`config.mk`:
```
export PLATFORM = sky130hd
export DESIGN_NAME = touch_key_baseline_detector_core
export DESIGN_NICKNAME = d
export VERILOG_FILES = /design/src/rtl/core/tkbd_pkg.sv /design/src/rtl/core/touch_key_baseline_detector_core.sv /design/src/rtl/core/tkbd_engine.sv
export SDC_FILE = /design/constraint.sdc
export NUM_CORES = 1
export LEC_CHECK = 0
export ABC_AREA = 1
export BUFFER_PORTS_ARGS = -buffer_cell sky130_fd_sc_hd__buf_2
export CORE_MARGIN = 4
export CORE_UTILIZATION = 45
export DETAILED_ROUTE_END_ITERATION = 10
export MAX_ROUTING_LAYER = met4
export PLACE_DENSITY_LB_ADDON = 0.2
export SLEW_MARGIN = 40
export SYNTH_ARGS = -nofsm -noshare
export SYNTH_HDL_FRONTEND = slang
export SYNTH_SLANG_ARGS = --single-unit
```
`constraint.sdc`:
```
create_clock -name clk -period 7.09 [get_ports clk]
set_input_delay 0.3545 -clock clk [delete_from_list [all_inputs] [get_ports clk]]
set_output_delay 0.3545 -clock clk [all_outputs]
set_load 0.01 [all_outputs]
```
`src/rtl/core/tkbd_pkg.sv`:
```
// Package for the touch key baseline detector: item structs, register
// indexes, configuration group and sizing constants. No dependencies.
`timescale 1ns / 1ps

package tkbd_pkg;

    // Width of the raw oscillator count that is used; upper sample bits are dropped.
    localparam int SAMPLE_BITS      = 16;
    localparam int DATA_W           = 16;
    localparam int CAL_SAMPLES_DFLT = 20;
    localparam int CFG_IDX_W        = 3;

    // Register reset values
    localparam logic [DATA_W-1:0] DEADBAND_RST       = 16'd15;
    localparam logic [DATA_W-1:0] TOUCH_MARGIN_RST   = 16'd120;
    localparam logic [DATA_W-1:0] RELEASE_MARGIN_RST = 16'd10;
    localparam logic [DATA_W-1:0] HOLD_LIMIT_RST     = 16'd5000;
    localparam logic [DATA_W-1:0] RELEASE_CLEAR_RST  = 16'd100;
    localparam logic [DATA_W-1:0] RELEASE_RECAL_RST  = 16'd1000;
    localparam logic [DATA_W-1:0] FOCUS_COUNT_RST    = 16'd50;

    typedef enum logic [CFG_IDX_W-1:0] {
        CFG_DEADBAND       = 3'd0,
        CFG_TOUCH_MARGIN   = 3'd1,
        CFG_RELEASE_MARGIN = 3'd2,
        CFG_HOLD_LIMIT     = 3'd3,
        CFG_RELEASE_CLEAR  = 3'd4,
        CFG_RELEASE_RECAL  = 3'd5,
        CFG_FOCUS_COUNT    = 3'd6
    } cfg_idx_t;

    typedef struct packed {
        logic              sample_valid;
        logic [DATA_W-1:0] sample;
    } in_item_t;

    typedef struct packed {
        logic              key_out;
        logic              calibrating;
        logic [DATA_W-1:0] baseline;
        logic [DATA_W-1:0] filtered;
    } out_item_t;

    typedef struct packed {
        logic [DATA_W-1:0] deadband;
        logic [DATA_W-1:0] touch_margin;
        logic [DATA_W-1:0] release_margin;
        logic [DATA_W-1:0] hold_limit;
        logic [DATA_W-1:0] release_clear;
        logic [DATA_W-1:0] release_recal;
        logic [DATA_W-1:0] focus_count;
    } cfg_regs_t;

endpackage

```
`src/rtl/core/touch_key_baseline_detector_core.sv`:
```
// Touch key baseline detector top level: handshakes, config registers,
// input and result registers around the tracking engine. Uses tkbd_pkg, tkbd_engine.
`timescale 1ns / 1ps
// Path: input register, then the combinational engine, then the result register.
// Throughput: 1 item per cycle while results are not stalled; all tracking state updates per step.
// Reset (rst_n, async, active low): state cleared, registers to defaults, pipeline empty.
// Config writes are always ready and take effect on the next processed item.

module touch_key_baseline_detector_core
    import tkbd_pkg::*;
#(
    parameter int CAL_SAMPLES = CAL_SAMPLES_DFLT
)
(
    input  logic                 clk,
    input  logic                 rst_n,
    // input item channel
    input  logic                 in_valid,
    output logic                 in_stall,
    input  in_item_t             in_item,
    // result item channel
    output logic                 out_valid,
    input  logic                 out_stall,
    output out_item_t            out_item,
    // configuration write channel
    input  logic                 cfg_valid,
    output logic                 cfg_ready,
    input  logic [CFG_IDX_W-1:0] cfg_index,
    input  logic [DATA_W-1:0]    cfg_data
);

    cfg_regs_t cfg_reg;
    in_item_t  in_item_reg;
    logic      in_valid_reg;
    out_item_t out_item_reg;
    logic      out_valid_reg;
    out_item_t engine_result;
    logic      res_free;
    logic      step;
    logic      in_take;

    // Result register takes a new item when empty or being drained this cycle.
    assign res_free = !out_valid_reg || !out_stall;
    // Advance the held input item through the engine into the result register.
    assign step     = in_valid_reg && res_free;
    // Input register is free when empty or advancing; a waiting result blocks it only
    // while it already holds an item.
    assign in_stall = in_valid_reg && !res_free;
    assign in_take  = in_valid && !in_stall;

    assign cfg_ready = 1'b1;

    // Config registers
    always_ff @(posedge clk or negedge rst_n)
    begin
        if (!rst_n)
        begin
            cfg_reg.deadband       <= DEADBAND_RST;
            cfg_reg.touch_margin   <= TOUCH_MARGIN_RST;
            cfg_reg.release_margin <= RELEASE_MARGIN_RST;
            cfg_reg.hold_limit     <= HOLD_LIMIT_RST;
            cfg_reg.release_clear  <= RELEASE_CLEAR_RST;
            cfg_reg.release_recal  <= RELEASE_RECAL_RST;
            cfg_reg.focus_count    <= FOCUS_COUNT_RST;
        end
        else if (cfg_valid && cfg_ready)
        begin
            case (cfg_index)
                CFG_DEADBAND:       cfg_reg.deadband       <= cfg_data;
                CFG_TOUCH_MARGIN:   cfg_reg.touch_margin   <= cfg_data;
                CFG_RELEASE_MARGIN: cfg_reg.release_margin <= cfg_data;
                CFG_HOLD_LIMIT:     cfg_reg.hold_limit     <= cfg_data;
                CFG_RELEASE_CLEAR:  cfg_reg.release_clear  <= cfg_data;
                CFG_RELEASE_RECAL:  cfg_reg.release_recal  <= cfg_data;
                CFG_FOCUS_COUNT:    cfg_reg.focus_count    <= cfg_data;
                default:            ;  // unmapped index: drop the write
            endcase
        end
    end

    // Input register: valid flag
    always_ff @(posedge clk or negedge rst_n)
    begin
        if (!rst_n)
        begin
            in_valid_reg <= 1'b0;
        end
        else if (in_take)
        begin
            in_valid_reg <= 1'b1;
        end
        else if (step)
        begin
            in_valid_reg <= 1'b0;
        end
    end

    // Input register: payload, no reset needed
    always_ff @(posedge clk)
    begin
        if (in_take)
        begin
            in_item_reg <= in_item;
        end
    end

    tkbd_engine #(
        .CAL_SAMPLES(CAL_SAMPLES)
    ) u_engine (
        .clk    (clk),
        .rst_n  (rst_n),
        .step   (step),
        .item   (in_item_reg),
        .cfg    (cfg_reg),
        .result (engine_result)
    );

    // Result register: valid flag
    always_ff @(posedge clk or negedge rst_n)
    begin
        if (!rst_n)
        begin
            out_valid_reg <= 1'b0;
        end
        else if (res_free)
        begin
            out_valid_reg <= step;
        end
    end

    // Result register: payload, hold while stalled
    always_ff @(posedge clk)
    begin
        if (step)
        begin
            out_item_reg <= engine_result;
        end
    end

    assign out_valid = out_valid_reg;
    assign out_item  = out_item_reg;

endmodule

```
`src/rtl/core/tkbd_engine.sv`:
```
// Tracking engine: calibration average, deadband filter, touch/release counters.
// Holds all tracking state. Depends on tkbd_pkg.
`timescale 1ns / 1ps

module tkbd_engine
    import tkbd_pkg::*;
#(
    parameter int CAL_SAMPLES = CAL_SAMPLES_DFLT
)
(
    input  logic      clk,
    input  logic      rst_n,
    input  logic      step,
    input  in_item_t  item,
    input  cfg_regs_t cfg,
    output out_item_t result
);

    localparam int CNT_W     = $clog2(CAL_SAMPLES + 1);
    localparam int SUM_W     = DATA_W + CNT_W;
    localparam int CAL_SHIFT = SUM_W + $clog2(CAL_SAMPLES);
    localparam int RECIP_W   = CAL_SHIFT + 1;
    localparam logic [RECIP_W-1:0] CAL_RECIP =
        RECIP_W'(((64'd1 << CAL_SHIFT) + 64'(CAL_SAMPLES) - 64'd1) / 64'(CAL_SAMPLES));
    localparam logic [CNT_W-1:0] CAL_LAST = CNT_W'(CAL_SAMPLES);

    logic [CNT_W-1:0]  cal_count_reg,      cal_count_next;
    logic [SUM_W-1:0]  cal_sum_reg,        cal_sum_next;
    logic [DATA_W-1:0] held_reg,           held_next;
    logic [DATA_W-1:0] baseline_reg,       baseline_next;
    logic [DATA_W-1:0] filtered_reg,       filtered_next;
    logic [DATA_W-1:0] touch_count_reg,    touch_count_next;
    logic [DATA_W-1:0] release_count_reg,  release_count_next;
    logic              out_level_reg,      out_level_next;

    logic [DATA_W-1:0]          smp;
    logic [CNT_W-1:0]           cnt_inc;
    logic [SUM_W-1:0]           sum_inc;
    logic [SUM_W+RECIP_W-1:0]   cal_prod;
    logic signed [DATA_W+1:0]   held_s, filt_s, filt_new_s, base_s, diff_s, db_s;
    logic signed [DATA_W+1:0]   touch_thr_s, release_thr_s;
    logic [DATA_W:0]            touch_inc, release_inc;
    logic                       in_cal;

    assign smp      = DATA_W'(item.sample[SAMPLE_BITS-1:0]);
    assign in_cal   = (cal_count_reg < CAL_LAST);
    assign cnt_inc  = cal_count_reg + 1'b1;
    assign sum_inc  = cal_sum_reg + SUM_W'(smp);
    // exact truncated average: reciprocal multiply, valid for every sum below 2**SUM_W
    assign cal_prod = (SUM_W + RECIP_W)'(sum_inc) * (SUM_W + RECIP_W)'(CAL_RECIP);

    assign touch_inc   = {1'b0, touch_count_reg} + 1'b1;
    assign release_inc = {1'b0, release_count_reg} + 1'b1;

    always_comb
    begin
        cal_count_next     = cal_count_reg;
        cal_sum_next       = cal_sum_reg;
        held_next          = held_reg;
        baseline_next      = baseline_reg;
        filtered_next      = filtered_reg;
        touch_count_next   = touch_count_reg;
        release_count_next = release_count_reg;
        out_level_next     = out_level_reg;

        if (item.sample_valid)
        begin
            held_next = smp;
        end

        held_s        = $signed({2'b00, held_next});
        filt_s        = $signed({2'b00, filtered_reg});
        db_s          = $signed({2'b00, cfg.deadband});
        diff_s        = held_s - filt_s;
        filt_new_s    = filt_s;
        base_s        = $signed({2'b00, baseline_reg});
        touch_thr_s   = base_s - $signed({2'b00, cfg.touch_margin});
        release_thr_s = base_s - $signed({2'b00, cfg.release_margin});

        if (in_cal)
        begin
            if (item.sample_valid)
            begin
                cal_sum_next   = sum_inc;
                cal_count_next = cnt_inc;
                if (cnt_inc == CAL_LAST)
                begin
                    baseline_next = cal_prod[CAL_SHIFT +: DATA_W];
                end
            end
        end
        else
        begin
            // deadband: follow the held sample only on a large enough move
            if ((diff_s > db_s) || (diff_s < -db_s))
            begin
                filtered_next = held_next;
            end
            filt_new_s = $signed({2'b00, filtered_next});

            if (filt_new_s < touch_thr_s)
            begin
                if (touch_inc > {1'b0, cfg.hold_limit})
                begin
                    touch_count_next = '0;
                    baseline_next    = filtered_next;
                end
                else
                begin
                    touch_count_next = touch_inc[DATA_W-1:0];
                    if (touch_inc[DATA_W-1:0] == cfg.focus_count)
                    begin
                        out_level_next = ~out_level_reg;
                    end
                end
            end
            else if (filt_new_s > release_thr_s)
            begin
                release_count_next = release_inc[DATA_W-1:0];
                if (release_inc > {1'b0, cfg.release_clear})
                begin
                    touch_count_next = '0;
                end
                if (release_inc > {1'b0, cfg.release_recal})
                begin
                    release_count_next = '0;
                    baseline_next      = filtered_next;
                end
            end
        end
    end

    always_ff @(posedge clk or negedge rst_n)
    begin
        if (!rst_n)
        begin
            cal_count_reg     <= '0;
            cal_sum_reg       <= '0;
            held_reg          <= '0;
            baseline_reg      <= '0;
            filtered_reg      <= '0;
            touch_count_reg   <= '0;
            release_count_reg <= '0;
            out_level_reg     <= 1'b0;
        end
        else if (step)
        begin
            cal_count_reg     <= cal_count_next;
            cal_sum_reg       <= cal_sum_next;
            held_reg          <= held_next;
            baseline_reg      <= baseline_next;
            filtered_reg      <= filtered_next;
            touch_count_reg   <= touch_count_next;
            release_count_reg <= release_count_next;
            out_level_reg     <= out_level_next;
        end
    end

    assign result.key_out     = out_level_next;
    assign result.calibrating = (cal_count_next < CAL_LAST);
    assign result.baseline    = baseline_next;
    assign result.filtered    = filtered_next;

endmodule

```
==> results.cfg <==
[logic_synthesis]
synth_flop_cell = dfrtp_1
synth_most_common_cell = nand2_1
synth-edff-count = 51
yosysUniqueCellTypes = 59
synth_area_leaders = dfrtp_1 (18%), ha_1 (18%), fa_1 (11%)
synth_top_cell_area_share_pct = 18.4
yosysSeqAreaShare_pct = 26.8
netlist.top_cell.by_area = dfrtp_1
async_flop_share_pct = 81.3
avgSynthCellArea_um2 = 8.00
syn_nets = 3870
yosysWarningCount = 0
syn_inst = 3304
synth_commonest_cells = nand2_1 (666), inv_1 (613), ha_1 (379)
ys_ff_latch = 272
synthesis.area_mm2 = 0.0264

[timing]
skew_ps = 28.9
maxSlewHeadroom_pct = 42.1
layout_setup_ws_ps = -378
setup_viol = 32
period_needed_ps = 7470
worst_pin_slew_ps = 868
rsz0062_at_grt = yes
slew_violations = 0
fmax_mhz = 134
hold_viol = 0
layout_worst_path_cycle_share_pct = 105

[detailed_routing]
drt_iter0_drc = 1586
vias = 22900
post-route-drc-count = 0
ant_nets = 0
wl_met2_um = 33100
routed_wl_um = 79800
routed-wl-met3_um = 5960
wl_per_cell_um = 18.0
m1WireLength_um = 39100
top_layer_used = met4
viasPerCell = 5.16
firstDrtPassIters = 5

[global_route]
grt_remaining_overflow = 0
grt_pass1_vias = 22100
grt_max_degree = 146
grt_pass1_wl_um = 124000
grt_usage_pct = 25.9
antenna_found_initial = 1

[placement]
numPortBuffers = 76
place.gp.congestion = 0.980
hpwl_um = 63000

[run]
maxCapViolCount = 0

[finish]
post-route-util_pct = 56.0
fin_nets = 4211
area_delta_synth_final_pct = 22.7
multi_input_area_mm2 = 0.0181
drive_gt1_share_pct = 19.4
seq_area_mm2 = 0.00710
diodes = 0
largest_reg_flops = 112
fill_cells = 5333

[clocking]
htree_levels = 2
cts_made_buffers = 35
cts_tree = yes
clk_latency_ps = 560
cts-root-buf = clkbuf_16
clockBufferDepth = 3
cts_sinks = 272
clk_pin_slew_worst_paths_ps = 60

[critical_path]
worst_path_max_delay_cell = fa_1
rrSetupSlack_ps = -380
path_max_fanout = 4
crit_type = flip-flop to flip-flop
start_kind = flip-flop
r2r_end = u_engine.baseline_reg[13]
startpoint = u_engine.cal_sum_reg[0]
max_stage_delay_ps = 610
r2r_start = u_engine.cal_sum_reg[0]
path_common_cell = inv_1
worst-r2r-cell-count = 43
worst_ep_arrival_time_ps = 7970
cp-end-kind = flip-flop
required_ps = 7590
crit_path_end = u_engine.baseline_reg[13]

[status]
status = complete, but fails checks
violations = negative setup slack

[min_path]
whs_path_depth = 3
hold_class = primary input to flip-flop

[floorplanning]
fp.dieW_um = 250
dieArea_mm2 = 0.0627
io_pins = 78
die_h_um = 250
fp-row-count = 88
start_util_pct = 45.7
core-area_mm2 = 0.0579
## stage by stage
step / worst slack [ps] / std cells / cell area, um2 / hold WS (ps) / setup TNS [ps]
floorplan: -126 / 3304 / 26800 / 58.9 / -790
global placement: -524 / 4315 / 29600 / 376 / -14060
detailed placement: -613 / 4315 / 29600 / 387 / -16340
CTS: -292 / 4415 / 31800 / 63.5 / -7220
global route: -771 / 4437 / 32400 / 92.7 / -20740
finish: -378 / 4437 / 32400 / 88.7 / -9460
## worst max-delay path, delay by kind of cell, from the launching register on
| kind | cells | cell delay [ps] |
|---|---|---|
| DFF | 1 | 360 |
| adders and majority gates | 10 | 3550 |
| and+or+nand+nor | 13 | 1370 |
| AOI/OAI and AO/OA | 8 | 1060 |
| xor gates and xnor gates | 1 | 210 |
| buffers and inverters | 11 | 860 |
## routing by layer
| layer | GRT usage, % | vias up |
|---|---|---|
| met3 | 5.59 | 108 |
| met1 | 38.4 | 10800 |
| met2 | 36.7 | 610 |
| met4 | 4.93 | 0 |
| li1 | - | 11400 |
| met5 | - | - |
## cell families after synthesis
kind of cell	count (synthesis)	share of synthesized area [%]
AND/OR/NAND/NOR	1068	16.9
flip-flops	272	26.8
AO/OA/AOI/OAI	624	13.1
XOR/XNOR	124	4.14
adder cells (fa/ha/maj)	525	29.0
buffers and inverters	690	10.1
other	1	0.0142
## repair_timing
action / CTS / global route
hold endpoints to repair: 89 / 0
buffers inserted: 19 / 21
gates resized for setup: 153 / 89
setup endpoints to repair: 32 / 66
cloned: 0 / 1
hold buffers: 18 / 0
pin swaps: 100 / 81
## area by class of cell
type                            count  share of cell area (%)
Multi-Input combinational cell   2343                    55.8
Clock inverter                     17                   0.478
Clock buffer                       47                    3.12
Timing Repair Buffer              371                    8.49
Tap cell                          765                    2.95
Sequential cell                   272                    21.9
Inverter                          622                    7.24
## worst min-delay path by stage
stage / from / end
2_1_floorplan: rst_n / cfg_reg[0]
3_3_place_gp: rst_n / u_engine.release_count_reg[11]
3_5_place_dp: rst_n / u_engine.release_count_reg[11]
4_1_cts: out_stall / out_valid
5_1_grt: in_valid / in_valid_reg
6_report: out_stall / out_valid
## cell usage in the layout, fill, tap and decap left out, drive strengths merged, types with 8 or more instances in the layout
cell         instances
a21o                18
a21oi              188
a31oi               15
buf                353
clkbuf              47
clkinv              11
dfrtp              194
dfstp               27
dlygate4sd3         18
edfxtp              51
fa                 146
ha                 379
inv                623
nand2              679
nand3              123
nand4               43
nor2               162
nor3                37
nor4                 9
o211ai              13
o21a                11
o21ai              335
o21bai              12
o221ai               8
xnor2               30
xor2                94
Power is not shown: default switching activity piles up to over one toggle a cycle in this logic, so the estimate is an artifact.
